`src/ihx_pkg.sv`:
```
// ----------------------------------------------------------------------------
// ihx_pkg: shared types and constants for the Intel HEX stream decoder
// Character token format, record phases, action and result kind codes.
// ----------------------------------------------------------------------------
`default_nettype none

package ihx_pkg;

  // Depth of the token queue between classifier and decoder
  localparam int QUEUE_DEPTH = 4;

  localparam int LINE_NUMBER_BITS_DEFAULT = 16;

  // Input actions
  localparam logic [1:0] ACT_CHAR    = 2'd0;
  localparam logic [1:0] ACT_RESTART = 2'd1;
  localparam logic [1:0] ACT_END     = 2'd2;

  // Result kinds
  localparam logic [2:0] KIND_DATA       = 3'd0;
  localparam logic [2:0] KIND_OK         = 3'd1;
  localparam logic [2:0] KIND_END        = 3'd2;
  localparam logic [2:0] KIND_FINISHED   = 3'd3;
  localparam logic [2:0] KIND_BAD_START  = 3'd4;
  localparam logic [2:0] KIND_BAD_RECORD = 3'd5;
  localparam logic [2:0] KIND_BAD_DATA   = 3'd6;
  localparam logic [2:0] KIND_CHECKSUM   = 3'd7;

  // Record types of interest
  localparam logic [7:0] REC_DATA  = 8'h00;
  localparam logic [7:0] REC_EOF   = 8'h01;
  localparam logic [7:0] REC_UPPER = 8'h04;
  localparam logic [7:0] UPPER_LEN = 8'h02;

  // Characters
  localparam logic [7:0] CH_COLON = 8'h3A;
  localparam logic [7:0] CH_CR    = 8'h0D;
  localparam logic [7:0] CH_LF    = 8'h0A;
  localparam logic [7:0] CH_SPACE = 8'h20;
  localparam logic [7:0] CH_TAB   = 8'h09;
  localparam logic [7:0] CH_VT    = 8'h0B;
  localparam logic [7:0] CH_FF    = 8'h0C;

  typedef enum logic [2:0] {
    PH_IDLE,
    PH_COUNT,
    PH_OFFSET,
    PH_TYPE,
    PH_DATA,
    PH_CHECK,
    PH_TRAIL,
    PH_HALT
  } phase_t;

  // Classified input transaction
  typedef struct packed {
    logic [1:0] action;
    logic       is_hex;
    logic [3:0] hex_val;
    logic       is_blank;
    logic       is_cr;
    logic       is_lf;
    logic       is_colon;
  } token_t;

endpackage

`default_nettype wire

```
`src/ihx_front.sv`:
```
// ----------------------------------------------------------------------------
// ihx_front: character classifier
// Turns each incoming transaction into a token and pushes it to the queue.
// ----------------------------------------------------------------------------
`default_nettype none

module ihx_front (
  input  wire logic          s_tvalid,
  output logic               s_tready,
  input  wire logic [7:0]    s_tdata,   // character
  input  wire logic [1:0]    s_tuser,   // action
  input  wire logic          q_full,
  output logic               q_push,
  output ihx_pkg::token_t    q_token
);

  logic [7:0] c;

  assign c        = s_tdata;
  assign s_tready = !q_full;
  assign q_push   = s_tvalid && !q_full;

  always_comb begin
    q_token.action   = s_tuser;
    q_token.is_hex   = 1'b0;
    q_token.hex_val  = 4'd0;
    if (c >= 8'h30 && c <= 8'h39) begin
      q_token.is_hex  = 1'b1;
      q_token.hex_val = c[3:0];
    end else if ((c >= 8'h41 && c <= 8'h46) || (c >= 8'h61 && c <= 8'h66)) begin
      // 'A'..'F' and 'a'..'f': low nibble 1..6 maps to 10..15
      q_token.is_hex  = 1'b1;
      q_token.hex_val = c[3:0] + 4'd9;
    end
    q_token.is_blank = (c == ihx_pkg::CH_SPACE) || (c == ihx_pkg::CH_TAB) ||
                       (c == ihx_pkg::CH_VT) || (c == ihx_pkg::CH_FF);
    q_token.is_cr    = (c == ihx_pkg::CH_CR);
    q_token.is_lf    = (c == ihx_pkg::CH_LF);
    q_token.is_colon = (c == ihx_pkg::CH_COLON);
  end

endmodule

`default_nettype wire

```
`src/ihx_queue.sv`:
```
// ----------------------------------------------------------------------------
// ihx_queue: token queue
// Small FIFO that decouples the classifier from the record decoder.
// ----------------------------------------------------------------------------
`default_nettype none

module ihx_queue (
  input  wire logic            clk,
  input  wire logic            rst,
  input  wire logic            push,
  input  wire ihx_pkg::token_t push_token,
  output logic                 full,
  input  wire logic            pop,
  output logic                 valid,
  output ihx_pkg::token_t      head
);

  localparam int DEPTH = ihx_pkg::QUEUE_DEPTH;
  localparam int PW    = (DEPTH > 1) ? $clog2(DEPTH) : 1;
  localparam int CW    = $clog2(DEPTH + 1);
  localparam logic [PW-1:0] LAST = PW'(DEPTH - 1);

  ihx_pkg::token_t mem [DEPTH];
  logic [PW-1:0]   wr_ptr;
  logic [PW-1:0]   rd_ptr;
  logic [CW-1:0]   count;
  logic            do_push;
  logic            do_pop;

  assign full    = (count == CW'(DEPTH));
  assign valid   = (count != '0);
  assign head    = mem[rd_ptr];
  assign do_push = push && !full;
  assign do_pop  = pop && valid;

  always_ff @(posedge clk) begin
    if (do_push) begin
      mem[wr_ptr] <= push_token;
    end
  end

  always_ff @(posedge clk) begin
    if (rst) begin
      wr_ptr <= '0;
      rd_ptr <= '0;
      count  <= '0;
    end else begin
      if (do_push) begin
        wr_ptr <= (wr_ptr == LAST) ? '0 : wr_ptr + PW'(1);
      end
      if (do_pop) begin
        rd_ptr <= (rd_ptr == LAST) ? '0 : rd_ptr + PW'(1);
      end
      if (do_push && !do_pop) begin
        count <= count + CW'(1);
      end else if (do_pop && !do_push) begin
        count <= count - CW'(1);
      end
    end
  end

endmodule

`default_nettype wire

```
`src/ihx_back.sv`:
```
// ----------------------------------------------------------------------------
// ihx_back: record decoder
// Runs the record state machine on one token per cycle whenever its output
// register is empty or being taken, and holds the result in that register.
// ----------------------------------------------------------------------------
`default_nettype none

module ihx_back #(
  parameter int LINE_NUMBER_BITS = ihx_pkg::LINE_NUMBER_BITS_DEFAULT
) (
  input  wire logic            clk,
  input  wire logic            rst,
  input  wire logic            q_valid,
  input  wire ihx_pkg::token_t q_head,
  output logic                 q_pop,
  output logic                 m_tvalid,
  input  wire logic            m_tready,
  output logic [55:0]          m_tdata,   // address[31:0], data_byte, line_number
  output logic [2:0]           m_tuser    // kind
);

  localparam int LNB = LINE_NUMBER_BITS;
  localparam logic [LNB-1:0] LN_CAP = {LNB{1'b1}};

  ihx_pkg::phase_t phase, phase_next;
  logic [7:0]     record_length, record_length_next;
  logic [15:0]    record_offset, record_offset_next;
  logic [7:0]     record_type, record_type_next;
  logic [7:0]     running_sum, running_sum_next;
  logic [3:0]     high_nibble, high_nibble_next;
  logic           nibble_pending, nibble_pending_next;
  logic [7:0]     data_index, data_index_next;
  logic [15:0]    upper_address, upper_address_next;
  logic [15:0]    pending_upper, pending_upper_next;
  logic           bad_data_seen, bad_data_seen_next;
  logic           bad_check_digit, bad_check_digit_next;
  logic [LNB-1:0] line_counter, line_counter_next;
  logic           last_was_cr, last_was_cr_next;
  logic           finished, finished_next;

  // decode of the current token
  logic        go, stopped, in_record, in_header;
  logic        ch_go, lf_skip, is_eol, plain;
  logic        restart_ev, end_ev, eol_ev, idle_ev, start_ev, bad_start;
  logic        rec_ev, bad_hdr, dig_ev, byte_ev;
  logic        data_ev, check_ev, upper_rec;
  logic        bad_data_eff, bad_check_eff, check_fail, eol_fail, end_fail, fail_ev;
  logic        data_emit;
  logic [3:0]  v;
  logic [7:0]  b;
  logic [7:0]  sum_new;
  logic [8:0]  idx_inc;
  logic [31:0] data_addr;

  // result
  logic           res_valid;
  logic [2:0]     res_kind;
  logic [31:0]    res_addr;
  logic [7:0]     res_byte;
  logic [LNB-1:0] ln_sat;
  logic [LNB+15:0] ln_ext;

  assign go      = q_valid && (!m_tvalid || m_tready);
  assign q_pop   = go;
  assign stopped = (phase == ihx_pkg::PH_HALT) || finished;
  assign in_header = (phase == ihx_pkg::PH_COUNT) || (phase == ihx_pkg::PH_OFFSET) ||
                     (phase == ihx_pkg::PH_TYPE);
  assign in_record = in_header || (phase == ihx_pkg::PH_DATA) ||
                     (phase == ihx_pkg::PH_CHECK);

  assign restart_ev = go && (q_head.action == ihx_pkg::ACT_RESTART);
  assign end_ev     = go && (q_head.action == ihx_pkg::ACT_END) && !stopped;
  assign ch_go      = go && (q_head.action == ihx_pkg::ACT_CHAR) && !stopped;
  assign lf_skip    = q_head.is_lf && last_was_cr;
  assign is_eol     = q_head.is_cr || q_head.is_lf;
  assign plain      = ch_go && !lf_skip && !is_eol;

  assign eol_ev     = ch_go && !lf_skip && is_eol;
  assign idle_ev    = plain && (phase == ihx_pkg::PH_IDLE);
  assign start_ev   = idle_ev && q_head.is_colon;
  assign bad_start  = idle_ev && !q_head.is_blank && !q_head.is_colon;
  assign rec_ev     = plain && in_record;
  assign bad_hdr    = rec_ev && !q_head.is_hex && (q_head.is_blank || in_header);
  assign dig_ev     = rec_ev && !bad_hdr;
  assign byte_ev    = dig_ev && nibble_pending;

  assign v       = q_head.is_hex ? q_head.hex_val : 4'd0;
  assign b       = {high_nibble, v};
  assign sum_new = running_sum + b;
  assign idx_inc = {1'b0, data_index} + 9'd1;

  assign upper_rec = (record_type == ihx_pkg::REC_UPPER) &&
                     (record_length == ihx_pkg::UPPER_LEN);
  // a bad digit in this very byte counts right away
  assign bad_data_eff  = bad_data_seen ||
                         (dig_ev && (phase == ihx_pkg::PH_DATA) && !q_head.is_hex);
  assign bad_check_eff = bad_check_digit ||
                         (dig_ev && (phase == ihx_pkg::PH_CHECK) && !q_head.is_hex);

  assign data_ev    = byte_ev && (phase == ihx_pkg::PH_DATA);
  assign check_ev   = byte_ev && (phase == ihx_pkg::PH_CHECK);
  assign check_fail = check_ev && (bad_data_eff || bad_check_eff || (sum_new != 8'd0));
  assign eol_fail   = eol_ev && in_record;
  assign end_fail   = end_ev && in_record;
  assign fail_ev    = bad_start || bad_hdr || eol_fail || end_fail || check_fail;
  assign data_emit  = data_ev && (record_type == ihx_pkg::REC_DATA) && !bad_data_eff;
  assign data_addr  = {upper_address, 16'h0000} + {16'h0000, record_offset} +
                      {24'h000000, data_index};

  // next phase
  always_comb begin
    phase_next = phase;
    if (restart_ev) begin
      phase_next = ihx_pkg::PH_IDLE;
    end else if (fail_ev) begin
      phase_next = ihx_pkg::PH_HALT;
    end else if (eol_ev) begin
      phase_next = ihx_pkg::PH_IDLE;
    end else if (start_ev) begin
      phase_next = ihx_pkg::PH_COUNT;
    end else if (byte_ev) begin
      case (phase)
        ihx_pkg::PH_COUNT:  phase_next = ihx_pkg::PH_OFFSET;
        ihx_pkg::PH_OFFSET: begin
          if (data_index != 8'd0) phase_next = ihx_pkg::PH_TYPE;
        end
        ihx_pkg::PH_TYPE: begin
          phase_next = (record_length != 8'd0) ? ihx_pkg::PH_DATA : ihx_pkg::PH_CHECK;
        end
        ihx_pkg::PH_DATA: begin
          if (idx_inc >= {1'b0, record_length}) phase_next = ihx_pkg::PH_CHECK;
        end
        ihx_pkg::PH_CHECK:  phase_next = ihx_pkg::PH_TRAIL;
        default:            phase_next = phase;
      endcase
    end
  end

  // result outputs
  always_comb begin
    res_valid = 1'b1;
    res_kind  = ihx_pkg::KIND_OK;
    res_addr  = 32'd0;
    res_byte  = 8'd0;
    if (bad_start) begin
      res_kind = ihx_pkg::KIND_BAD_START;
    end else if (bad_hdr || eol_fail || end_fail) begin
      res_kind = ihx_pkg::KIND_BAD_RECORD;
    end else if (end_ev) begin
      res_kind = ihx_pkg::KIND_FINISHED;
    end else if (data_emit) begin
      res_kind = ihx_pkg::KIND_DATA;
      res_addr = data_addr;
      res_byte = b;
    end else if (check_ev) begin
      if (bad_data_eff) begin
        res_kind = ihx_pkg::KIND_BAD_DATA;
      end else if (check_fail) begin
        res_kind = ihx_pkg::KIND_CHECKSUM;
      end else if (record_type == ihx_pkg::REC_EOF) begin
        res_kind = ihx_pkg::KIND_END;
      end else begin
        res_kind = ihx_pkg::KIND_OK;
      end
    end else begin
      res_valid = 1'b0;
    end
  end

  // datapath next values
  always_comb begin
    record_length_next   = record_length;
    record_offset_next   = record_offset;
    record_type_next     = record_type;
    running_sum_next     = running_sum;
    high_nibble_next     = high_nibble;
    nibble_pending_next  = nibble_pending;
    data_index_next      = data_index;
    upper_address_next   = upper_address;
    pending_upper_next   = pending_upper;
    bad_data_seen_next   = bad_data_seen;
    bad_check_digit_next = bad_check_digit;
    line_counter_next    = line_counter;
    last_was_cr_next     = last_was_cr;
    finished_next        = finished;

    if (restart_ev) begin
      record_length_next   = 8'd0;
      record_offset_next   = 16'd0;
      record_type_next     = 8'd0;
      running_sum_next     = 8'd0;
      high_nibble_next     = 4'd0;
      nibble_pending_next  = 1'b0;
      data_index_next      = 8'd0;
      upper_address_next   = 16'd0;
      pending_upper_next   = 16'd0;
      bad_data_seen_next   = 1'b0;
      bad_check_digit_next = 1'b0;
      line_counter_next    = '0;
      last_was_cr_next     = 1'b0;
      finished_next        = 1'b0;
    end else begin
      if (ch_go) last_was_cr_next = q_head.is_cr;
      if (end_ev && !in_record) finished_next = 1'b1;
      if (eol_ev && !in_record && (line_counter != LN_CAP)) begin
        line_counter_next = line_counter + LNB'(1);
      end
      if (start_ev) begin
        record_length_next   = 8'd0;
        record_offset_next   = 16'd0;
        record_type_next     = 8'd0;
        running_sum_next     = 8'd0;
        high_nibble_next     = 4'd0;
        nibble_pending_next  = 1'b0;
        data_index_next      = 8'd0;
        pending_upper_next   = 16'd0;
        bad_data_seen_next   = 1'b0;
        bad_check_digit_next = 1'b0;
      end
      if (dig_ev) begin
        if (!q_head.is_hex && (phase == ihx_pkg::PH_DATA)) bad_data_seen_next = 1'b1;
        if (!q_head.is_hex && (phase == ihx_pkg::PH_CHECK)) bad_check_digit_next = 1'b1;
        if (!nibble_pending) begin
          high_nibble_next    = v;
          nibble_pending_next = 1'b1;
        end else begin
          nibble_pending_next = 1'b0;
          running_sum_next    = sum_new;
        end
      end
      if (byte_ev) begin
        case (phase)
          ihx_pkg::PH_COUNT: begin
            record_length_next = b;
            data_index_next    = 8'd0;
          end
          ihx_pkg::PH_OFFSET: begin
            record_offset_next = {record_offset[7:0], b};
            data_index_next    = (data_index == 8'd0) ? 8'd1 : 8'd0;
          end
          ihx_pkg::PH_TYPE: record_type_next = b;
          ihx_pkg::PH_DATA: begin
            data_index_next = idx_inc[7:0];
            if (upper_rec) pending_upper_next = {pending_upper[7:0], b};
          end
          ihx_pkg::PH_CHECK: begin
            if (!check_fail) begin
              if (record_type == ihx_pkg::REC_EOF) begin
                finished_next = 1'b1;
              end else if (upper_rec) begin
                upper_address_next = pending_upper;
              end
            end
          end
          default: record_type_next = record_type;
        endcase
      end
    end
  end

  // one-based line number, saturating, taken to 16 bits
  assign ln_sat = (line_counter == LN_CAP) ? LN_CAP : line_counter + LNB'(1);
  assign ln_ext = {16'h0000, ln_sat};

  always_ff @(posedge clk) begin
    if (rst) begin
      phase           <= ihx_pkg::PH_IDLE;
      record_length   <= 8'd0;
      record_offset   <= 16'd0;
      record_type     <= 8'd0;
      running_sum     <= 8'd0;
      high_nibble     <= 4'd0;
      nibble_pending  <= 1'b0;
      data_index      <= 8'd0;
      upper_address   <= 16'd0;
      pending_upper   <= 16'd0;
      bad_data_seen   <= 1'b0;
      bad_check_digit <= 1'b0;
      line_counter    <= '0;
      last_was_cr     <= 1'b0;
      finished        <= 1'b0;
      m_tvalid        <= 1'b0;
    end else begin
      phase           <= phase_next;
      record_length   <= record_length_next;
      record_offset   <= record_offset_next;
      record_type     <= record_type_next;
      running_sum     <= running_sum_next;
      high_nibble     <= high_nibble_next;
      nibble_pending  <= nibble_pending_next;
      data_index      <= data_index_next;
      upper_address   <= upper_address_next;
      pending_upper   <= pending_upper_next;
      bad_data_seen   <= bad_data_seen_next;
      bad_check_digit <= bad_check_digit_next;
      line_counter    <= line_counter_next;
      last_was_cr     <= last_was_cr_next;
      finished        <= finished_next;
      if (go) begin
        m_tvalid <= res_valid;
      end else if (m_tready) begin
        m_tvalid <= 1'b0;
      end
    end
  end

  always_ff @(posedge clk) begin
    if (go && res_valid) begin
      m_tdata <= {ln_ext[15:0], res_byte, res_addr};
      m_tuser <= res_kind;
    end
  end

endmodule

`default_nettype wire

```
`src/intel_hex_stream_decoder.sv`:
```
// ----------------------------------------------------------------------------
// intel_hex_stream_decoder: Intel HEX text stream decoder
// Classifies characters, queues them and decodes records into data bytes,
// record outcomes and errors.
// ----------------------------------------------------------------------------
// The decoder takes one transaction per clock: a character, a restart or an
// end-of-stream marker, selected by s_tuser. It gives at most one result per
// input, in input order, on the m_ side. Data bytes (kind 0) come out as they
// are decoded and are tentative: commit them on "record ok" and drop them on
// any error kind. Once an error, an end record or end-of-stream is seen, all
// further characters and end markers give nothing until a restart, which
// clears every register, the upper address and the line count included.
// Throughput is one transaction per cycle sustained: the classifier accepts
// whenever the four-entry token queue has room, and the record decoder
// retires one token per cycle whenever its output register is empty or being
// taken. Line numbers count completed lines plus one and saturate at
// 2^LINE_NUMBER_BITS - 1 before being taken to 16 bits.
`default_nettype none

module intel_hex_stream_decoder #(
  parameter int LINE_NUMBER_BITS = ihx_pkg::LINE_NUMBER_BITS_DEFAULT
) (
  input  wire logic        clk,
  input  wire logic        rst,
  // input stream
  input  wire logic        s_tvalid,
  output logic             s_tready,
  input  wire logic [7:0]  s_tdata,   // character[7:0]
  input  wire logic [1:0]  s_tuser,   // action[1:0]
  // result stream
  output logic             m_tvalid,
  input  wire logic        m_tready,
  output logic [55:0]      m_tdata,   // address[31:0], data_byte[39:32], line_number[55:40]
  output logic [2:0]       m_tuser    // kind[2:0]
);

  logic            q_full;
  logic            q_push;
  logic            q_pop;
  logic            q_valid;
  ihx_pkg::token_t push_token;
  ihx_pkg::token_t head_token;

  // front: classify each character
  ihx_front u_front (
    .s_tvalid (s_tvalid),
    .s_tready (s_tready),
    .s_tdata  (s_tdata),
    .s_tuser  (s_tuser),
    .q_full   (q_full),
    .q_push   (q_push),
    .q_token  (push_token)
  );

  // queue: lets front and back stall independently
  ihx_queue u_queue (
    .clk        (clk),
    .rst        (rst),
    .push       (q_push),
    .push_token (push_token),
    .full       (q_full),
    .pop        (q_pop),
    .valid      (q_valid),
    .head       (head_token)
  );

  // back: record state machine and output register
  ihx_back #(
    .LINE_NUMBER_BITS (LINE_NUMBER_BITS)
  ) u_back (
    .clk      (clk),
    .rst      (rst),
    .q_valid  (q_valid),
    .q_head   (head_token),
    .q_pop    (q_pop),
    .m_tvalid (m_tvalid),
    .m_tready (m_tready),
    .m_tdata  (m_tdata),
    .m_tuser  (m_tuser)
  );

endmodule

`default_nettype wire

```
`config.mk`:
```
export PLATFORM = sky130hd
export DESIGN_NAME = intel_hex_stream_decoder
export DESIGN_NICKNAME = d
export VERILOG_FILES = /design/src/ihx_pkg.sv /design/src/ihx_front.sv /design/src/ihx_queue.sv /design/src/ihx_back.sv /design/src/intel_hex_stream_decoder.sv
export SDC_FILE = /design/constraint.sdc
export NUM_CORES = 1
export LEC_CHECK = 0
export ABC_AREA = 1
export CORE_MARGIN = 2
export CORE_UTILIZATION = 69
export DETAILED_ROUTE_END_ITERATION = 10
export DONT_BUFFER_PORTS = 1
export PLACE_DENSITY_LB_ADDON = 0.08
export SLEW_MARGIN = 0
export SYNTH_ARGS = -nofsm -noshare
export SYNTH_HDL_FRONTEND = slang
export SYNTH_SLANG_ARGS = --single-unit
```
`constraint.sdc`:
```
create_clock -name clk -period 10.4 [get_ports clk]
set_input_delay 0.52 -clock clk [delete_from_list [all_inputs] [get_ports clk]]
set_output_delay 0.52 -clock clk [all_outputs]
set_load 0.02 [all_outputs]
```
==> results of run 1 <==
path summary, 6_finish.rpt:
| path | to | slack (ps) | start | cells after the start |
|---|---|---|---|---|
| worst max register to register | u_back.upper_address[8]$_SDFFE_PP0P_ | 6170 | register | 21 |
| worst min register to register | u_back.pending_upper[13]$_SDFF_PP0_ | 470 | u_back.pending_upper[13]$_SDFF_PP0_ | 2 |
| worst min-delay path | u_back.m_tvalid$_SDFFE_PP0P_ | 70 | rst | 1 |
| worst max-delay path | u_back.upper_address[8]$_SDFFE_PP0P_ | 6170 | register | 21 |
flip-flops by register name, indices dropped and copies added (netlist names), 2 cells and up, named ones only:
register              flops
u_back.m_tuser            3
u_queue.count             3
u_back.m_tdata           56
u_back.pending_upper     16
u_back.high_nibble        4
u_back.running_sum        8
u_queue.rd_ptr            2
u_back.upper_address     16
u_back.record_length      8
u_queue.mem              44
u_back.data_index         8
u_back.phase              3
u_queue.wr_ptr            2
u_back.line_counter      16
u_back.record_offset     16
u_back.record_type        8
layout make-up:
class                   count  share of cell area, %
inverters                 154                  4.922
well taps                 211                  2.248
clock inverters             8                 0.5753
multi-input cells         849                  38.97
flip-flops and latches    221                  46.45
clock buffers              36                  6.648
repair buffers              3                 0.1918
per-layer routing:
metal | global-route usage (%) | vias to the layer above | share of wire [%]
met1 | 38.80 | 3969 | 45
met2 | 46.53 | 241 | 48
li1 | - | 4211 | -
met4 | 6.905 | 0 | 2.0
met5 | 0 | - | 0
met3 | 3.551 | 35 | 4.7
through the flow:
stage          std cells  worst slack, ps  area [um2]  utilization, %
2_1_floorplan       1262             6715       10810               -
3_3_place_gp        1438             6554       10900           71.41
3_5_place_dp        1438             6361       10900           71.41
4_1_cts             1482             6207       11750           76.97
5_1_grt             1482             5673       11750           76.97
6_report            1482             6167       11750           76.97
cell families (layout without fill, tap and decap cells):
logic type	count (synthesis)	count (layout)	synth area share (%)
fa+ha+maj	40	40	4.839
xor+xnor	33	33	2.674
compound gates	239	239	12.08
buf+inv	192	201	7.304
simple gates	537	537	22.63
flops	221	221	50.47
power breakdown:
part / total [mW] / internal (mW) / switching [mW]
Sequential: 1.42 / 1.17 / 0.250
Combinational: 0.733 / 0.193 / 0.539
Clock: 0.884 / 0.544 / 0.340
synth_stat cells (all sizes together):
library cell | instances | area share [%]
o211ai | 5 | 0.52
edfxtp | 103 | 29
o22ai | 13 | 0.75
nor4b | 1 | 0.081
a211oi | 10 | 0.69
o21ai | 83 | 3.8
o22a | 1 | 0.081
nor3 | 32 | 2.0
o31ai | 2 | 0.14
nor4 | 7 | 0.41
or2 | 17 | 0.98
nand2 | 243 | 8.7
ha | 37 | 4.3
nand4 | 19 | 1.2
inv | 153 | 5.3
nor3b | 2 | 0.14
xnor2 | 9 | 0.73
clkinv | 1 | 0.035
buf | 21 | 1.4
and3 | 4 | 0.23
o211a | 1 | 0.093
xor2 | 24 | 1.9
o2111ai | 1 | 0.081
nand3 | 58 | 2.9
a31oi | 2 | 0.12
o21a | 4 | 0.28
nand3b | 6 | 0.42
a21oi | 114 | 5.3
clkbuf | 17 | 0.59
fa | 3 | 0.56
a21o | 2 | 0.14
dfxtp | 118 | 22
a22oi | 1 | 0.069
nor2 | 148 | 5.5
critical path, delay by kind of cell (launching register included):
kind | cells | cell delay [ps]
compound gates | 3 | 480
fa+ha+maj | 1 | 380
buf+inv | 3 | 500
flops | 1 | 770
simple gates | 14 | 2010
==> out/summary.txt, run 1 <==
Status -> finished, final reports clean
Vias -> 8456
TritonRoute pass-1 iters -> 7
Final #Nets -> 1307
TritonCTS Buffers -> 24
Gpl congestion -> 0.9195
Synth Register Bits -> 221
Worst stage delay on the critical path -> 770 ps
Critical path class -> reg -> reg
CP Capture Type -> register
Final count of hold timing violations -> 0
Hold Crit Class -> in -> reg
Standard-cell row count -> 45
Count of final max-slew check failures -> 0
Setup_tns -> 0 ps
Total congestion overflow -> 0
CP arrival -> 4680 ps
Avg Synthesized Cell Area -> 8.565 um2
First-pass GRT wire length -> 37690 um
CTS tree -> built
Global-route usage over all layers -> 27.80%
Core area -> 0.01526 mm2
# H-tree levels -> 1
Clock buffer depth -> 3
Storage cell area -> 0.005455 mm2
Slew margin rel. -> 29.10%
Post_cts resized -> 0
Die width -> 129.2 um
Die height -> 129.2 um
Max Fanout on Critical Path -> 32
Via/cell ratio -> 5.706
Final HPWL DP -> 15530 um
Clk sink count -> 221
Leading cell types in the layout, fill and taps excluded -> nand2_1 (235), inv_1 (141), nor2_1 (140)
Crit-path cells -> inv_2, nor2_1, nor2_1, o21ai_0, nand2_2, nand2_1, inv_1, ha_1, a21oi_1, nand2_1, a21oi_1, inv_1, nand2_1, nand2_1, nor2_1, nand3_1, nor2_2, nand4_4, nand2_1, nand2_1, nor2_1
VDD IR max -> 212.4 uV
CTS Root Cell -> clkbuf_16
Wire per inst -> 15.59 um
Worst slew pin tran -> 1060 ps
Syn. warnings -> 0
Final min period -> 4233 ps
Hold Slack -> 74.73 ps
I/O pin count -> 75
Initial antenna violation count -> 0
Post-CTS Hold Fix Bufs -> 0
Synth cell types -> 50
CTS clk-pin slew, worst paths -> 60 ps
DRT iter0 DRCs -> 641
Multi-input gate area -> 0.004577 mm2
Final period utilization -> 40.70%
Max Clk Rate -> 236.2 MHz
Worst EP required -> 10850 ps
Max-Cap Viols -> 0
Die ar. -> 0.01668 mm2
P&R area growth vs syn -> 8.658%
Number of fill cells -> 1092
CP startpoint kind -> register
Overall power -> 3.039 mW
Post-synthesis sequential area ratio -> 50.47%
Layout cells sized above 1 -> 8.025%
Pwr Density -> 258.8 mW/mm2
Lkg Pwr -> 4.777 nW
Slowest-stage cell, CP -> dfxtp_1
Post-Synthesis Cells -> 1262
Vias in the first global route -> 7727
Post-CTS setup buffer count -> 0
Starting Density -> 70.84%
Final ANT Viol Nets -> 0
Most frequent CP cell -> nand2_1
Net Count, Synth -> 1316
Skew-Pair Late Insertion Delay -> 510 ps
RSZ-0062 raised after global routing -> false
Commonest non-fill, non-tap cell in the layout -> nand2_1
Pin count of the biggest net entering global routing -> 61
Synthesized cell area -> 0.01081 mm2
Drt drc -> 0
Final number of setup-violating endpoints -> 0
Antenna cell count -> 0
PortBufs -> 0
Clock Skews -> 13.12 ps
Routed wire length -> 23110 um
Power figures use the tool's default switching activity.
==> run 2, diff against run 1 <==
--- a/config.mk
+++ b/config.mk
@@ -7,7 +7,7 @@
 export LEC_CHECK = 0
 export ABC_AREA = 1
 export CORE_MARGIN = 2
-export CORE_UTILIZATION = 69
+export CORE_UTILIZATION = 64
 export DETAILED_ROUTE_END_ITERATION = 10
 export DONT_BUFFER_PORTS = 1
 export PLACE_DENSITY_LB_ADDON = 0.08
==> constraint.sdc (replaced) <==
create_clock -name clk -period 4.3 [get_ports clk]
set_input_delay 0.215 -clock clk [delete_from_list [all_inputs] [get_ports clk]]
set_output_delay 0.215 -clock clk [all_outputs]
set_load 0.02 [all_outputs]
==> run 2 against run 1 <==
  * Sequential share of layout area decreased by 0.22 points
  * Largest cell class unchanged
  * Worst hold slack got worse by 18 ps
  * Cell count increased by 1.1%
  * Setup slack got worse by 5700 ps
  * Via count decreased by 1.2%
  * Non-clock buffer count increased by 10
==> out/summary.txt, run 2 (synthesized netlist as in run 1, its figures left out) <==
Status -> finished, final reports clean
Wire per inst -> 15.03 um
CTS clk-pin slew, worst paths -> 60 ps
CP startpoint kind -> register
Max FFs per register -> 56
Post_cts resized -> 0
Final min period -> 3874 ps
Final count of hold timing violations -> 0
Setup_tns -> 0 ps
Clock buffer depth -> 3
RSZ-0062 raised after global routing -> false
Largest registers -> u_back.m_tdata: 56 flops, u_queue.mem: 44 flops
Slew margin rel. -> 29.59%
Placed cells -> 1453
Vias -> 8351
Skew-Pair Late Insertion Delay -> 510 ps
Count of final max-slew check failures -> 0
Leading cell types in the layout, fill and taps excluded -> nand2_1 (235), inv_1 (141), nor2_1 (140)
Worst EP required -> 4750 ps
Vias in the first global route -> 7688
Post-CTS Hold Fix Bufs -> 4
R2R depth -> 12
Starting Density -> 65.41%
Dpl cell area -> 0.01097 mm2
First-pass GRT wire length -> 37110 um
Initial antenna violation count -> 0
Final number of setup-violating endpoints -> 0
Worst slew pin tran -> 1052 ps
Drt drc -> 0
Antenna cell count -> 0
Final period utilization -> 90.09%
Reg2Reg Setup Slack -> 430 ps
Beginning of the worst hold path -> s_tvalid
Critical path class -> reg -> reg
Clock Skews -> 22.75 ps
Commonest non-fill, non-tap cell in the layout -> nand2_1
Final WS setup -> 426.2 ps
TritonCTS Buffers -> 23
Final HPWL DP -> 15770 um
Final Cell Area -> 0.01180 mm2
Largest register by flop count -> u_back.m_tdata
Finished Layout Cells -> 1498
Lkg Pwr -> 4.787 nW
Routed wire length -> 22520 um
Final core occ -> 71.42%
Gpl congestion -> 0.8935
Pwr Density -> 624.4 mW/mm2
CTS tree -> built
P&R area growth vs syn -> 9.179%
Die height -> 134.0 um
PortBufs -> 0
Final #Nets -> 1316
I/O pin count -> 75
Max-Cap Viols -> 0
Hold Slack -> 56.49 ps
CP arrival -> 4320 ps
# H-tree levels -> 1
Standard-cell row count -> 47
Pin count of the biggest net entering global routing -> 48
Layout cells sized above 1 -> 7.981%
Number of fill cells -> 1283
CP Capture Type -> register
Overall power -> 7.369 mW
Pre-CTS WS -> 610.2 ps
Total congestion overflow -> 0
Via/cell ratio -> 5.575
DRT iter0 DRCs -> 561
Hold endpoint -> u_queue.wr_ptr[1]$_SDFFE_PP0P_
Final ANT Viol Nets -> 0
Die width -> 134.0 um
VDD IR max -> 492.8 uV
CTS Root Cell -> clkbuf_16
Hold-critical path depth -> 2
Die ar. -> 0.01795 mm2
Max Fanout on Critical Path -> 45
Clk sink count -> 221
Hold Crit Class -> in -> reg
Post-CTS setup buffer count -> 0
Max Clk Rate -> 258.1 MHz
Global-route usage over all layers -> 25.24%
Worst R2R End -> u_back.m_tvalid$_SDFFE_PP0P_
Core area -> 0.01652 mm2
TritonRoute pass-1 iters -> 5
run 2: cell count changes in the layout (fill, tap and decap cells not counted), sizes merged:
cell         change
clkbuf           -8
buf              +6
bufinv           +4
dlygate4sd3      +4
clkinvlp         +2
inv              -1
run 2: layout make-up:
type	instances	area, um2	area share, %
Sequential cell	221	5455	46.23
Timing Repair Buffer	13	120.1	1.018
Multi-Input combinational cell	849	4577	38.78
Clock inverter	13	191.4	1.622
Inverter	154	578.1	4.898
Tap cell	220	275.3	2.332
Clock buffer	28	604.3	5.121
run 2: power by group:
part / internal, mW / total (mW) / switching [mW]
Combinational: 0.541 / 1.87 / 1.33
Sequential: 2.82 / 3.40 / 0.578
Clock: 1.30 / 2.10 / 0.801
Total: 4.66 / 7.37 / 2.71
run 2: per-layer routing:
metal | global-route usage, % | part of all wire, %
met1 | 32.77 | 44
met2 | 44.50 | 49
met3 | 3.477 | 4.6
met4 | 6.797 | 1.9
met5 | 0 | 0
run 2: worst max-delay path, cell delays in order (launching register included):
cell	delay, ps
dfxtp_1	590
clkinv_1	370
nand2_1	150
nand2_1	120
nor2_1	290
o211ai_4	150
nor2_8	330
nand3_4	430
nand3_4	420
buf_12	270
a21oi_1	70
nor2_1	80
dlygate4sd3_1	540
run 2: worst max-delay path by stage:
| stage | to | depth (start not counted) |
|---|---|---|
| after floorplan | u_back.m_tdata[0]$_SDFFCE_PP0P_ | 11 |
| after global placement | u_back.upper_address[15]$_SDFFE_PP0P_ | 19 |
| after detailed placement | u_back.upper_address[15]$_SDFFE_PP0P_ | 18 |
| after CTS | u_back.m_tvalid$_SDFFE_PP0P_ | 12 |
| after global routing | u_back.m_tvalid$_SDFFE_PP0P_ | 12 |
| final | u_back.m_tvalid$_SDFFE_PP0P_ | 12 |
==> run 3, diff against run 2 <==
--- a/config.mk
+++ b/config.mk
@@ -11,6 +11,7 @@
 export DETAILED_ROUTE_END_ITERATION = 10
 export DONT_BUFFER_PORTS = 1
 export PLACE_DENSITY_LB_ADDON = 0.08
+export RECOVER_POWER = 100
 export SLEW_MARGIN = 0
 export SYNTH_ARGS = -nofsm -noshare
 export SYNTH_HDL_FRONTEND = slang
==> run 3 against run 2 <==
  * Clock power barely moved
  * First-iteration DRC count fell by 7.1%
  * Non-clock buffer count did not move
  * Clock skew barely moved
  * Worst hold slack barely moved
  * Via count rose by 0.51%
  * Combinational power barely moved
  * Critical path depth did not move
  * Cell count did not move
  * Largest cell class unchanged
  * Largest power group unchanged
==> out/summary.txt, run 3 (synthesized netlist as in run 1, its figures left out) <==
Status -> finished, final reports clean
Dpl cell area -> 0.01097 mm2
Final period utilization -> 90.02%
PortBufs -> 0
Placed cells -> 1453
Post_cts resized -> 0
Clock Skews -> 22.58 ps
Core area -> 0.01652 mm2
Largest registers -> u_back.m_tdata: 56 flops, u_queue.mem: 44 flops
Layout cells sized above 1 -> 6.808%
Vias in the first global route -> 7688
CTS tree -> built
Setup_tns -> 0 ps
Max FFs per register -> 56
Post-CTS setup buffer count -> 0
Worst stage delay on the critical path -> 590 ps
CP arrival -> 4320 ps
CTS clk-pin slew, worst paths -> 60 ps
RSZ-0062 raised after global routing -> false
Max Fanout on Critical Path -> 45
TritonRoute pass-1 iters -> 7
Via/cell ratio -> 5.603
Slowest-stage cell, CP -> dfxtp_1
Worst EP required -> 4750 ps
Count of final max-slew check failures -> 0
Hold endpoint -> u_queue.wr_ptr[1]$_SDFFE_PP0P_
Total congestion overflow -> 0
Die height -> 134.0 um
CP Capture Type -> register
Skew-Pair Late Insertion Delay -> 510 ps
Starting Density -> 65.41%
CTS Root Cell -> clkbuf_16
CP bufs+invs -> 3
Hold-critical path depth -> 2
Slew margin rel. -> 30.54%
Worst slew pin tran -> 1038 ps
# H-tree levels -> 1
Worst R2R End -> u_back.m_tvalid$_SDFFE_PP0P_
Beginning of the worst hold path -> s_tvalid
I/O pin count -> 75
DRT iter0 DRCs -> 521
CP startpoint kind -> register
Pin count of the biggest net entering global routing -> 48
TritonCTS Buffers -> 23
Lkg Pwr -> 4.775 nW
Final Cell Area -> 0.01176 mm2
Final #Nets -> 1316
Final count of hold timing violations -> 0
Wire per inst -> 15.07 um
Post-CTS Hold Fix Bufs -> 4
Clk sink count -> 221
P&R area growth vs syn -> 8.797%
Final HPWL DP -> 15770 um
First-pass GRT wire length -> 37110 um
Routed wire length -> 22580 um
Pwr Density -> 624.9 mW/mm2
Gpl congestion -> 0.8935
R2R depth -> 12
Die ar. -> 0.01795 mm2
Vias -> 8394
Initial antenna violation count -> 0
Drt drc -> 0
Final min period -> 3871 ps
Final number of setup-violating endpoints -> 0
Die width -> 134.0 um
Antenna cell count -> 0
Reg2Reg Setup Slack -> 430 ps
Final ANT Viol Nets -> 0
Commonest non-fill, non-tap cell in the layout -> nand2_1
Critical path class -> reg -> reg
Clock buffer depth -> 3
Max-Cap Viols -> 0
Crit path max-delay family -> simple AND/OR/NAND/NOR gates
Final core occ -> 71.17%
VDD IR max -> 490.3 uV
Hold Crit Class -> in -> reg
Global-route usage over all layers -> 25.24%
Crit-path cells -> clkinv_1, nand2_1, nand2_1, nor2_1, o211ai_4, nor2_8, nand3_4, nand3_4, buf_12, a21oi_1, nor2_1, dlygate4sd3_1
Finished Layout Cells -> 1498
Max Clk Rate -> 258.3 MHz
Standard-cell row count -> 47
Largest register by flop count -> u_back.m_tdata
Leading cell types in the layout, fill and taps excluded -> nand2_1 (238), inv_1 (145), nor2_1 (141)
-- run 3: cell types whose count changed in the layout (fill, tap and decap cells not counted), moves of 4 or more --
cell and change:
o21ai_0 +5, inv_2 -4, inv_1 +4, o21ai_1 -5
-- run 3: worst max-delay path by stage --
stage	to	slack, ps	cells past startpoint
after floorplan	u_back.m_tdata[0]$_SDFFCE_PP0P_	700	11
after global placement	u_back.upper_address[15]$_SDFFE_PP0P_	760	19
after detailed placement	u_back.upper_address[15]$_SDFFE_PP0P_	610	18
after CTS	u_back.m_tvalid$_SDFFE_PP0P_	360	12
after global routing	u_back.m_tvalid$_SDFFE_PP0P_	40	12
final	u_back.m_tvalid$_SDFFE_PP0P_	430	12
-- run 3: per-stage QoR --
step,total power [mW],worst slack [ps],hold WS (ps)
floorplan,4.816,701.7,287.4
global placement,5.245,757.1,288.5
detailed placement,5.301,610.2,290.5
CTS,7.418,355.1,50.13
global route,7.739,40.55,72.63
finish,7.349,428.9,56.53
-- run 3: layout make-up --
class	count	area, um2
multi-input cells	849	4547
fillers	1295	4765
flip-flops and latches	221	5455
clock buffers	28	604.3
inverters	154	578.1
repair buffers	13	108.9
clock inverters	13	191.4
well taps	220	275.3
-- run 3: power breakdown --
part           leakage [nW]  switching, mW  internal [mW]
Clock                 0.383          0.804           1.30
Sequential             1.92          0.579           2.82
Combinational          2.48           1.32          0.530
-- run 3: routing by layer --
metal | vias up | global-route usage, % | routed length, um
met1 | 3895 | 32.77 | 9994
met3 | 49 | 3.477 | 1050
met2 | 229 | 44.50 | 11040
met4 | 0 | 6.797 | 489
met5 | - | 0 | 0
li1 | 4221 | - | -
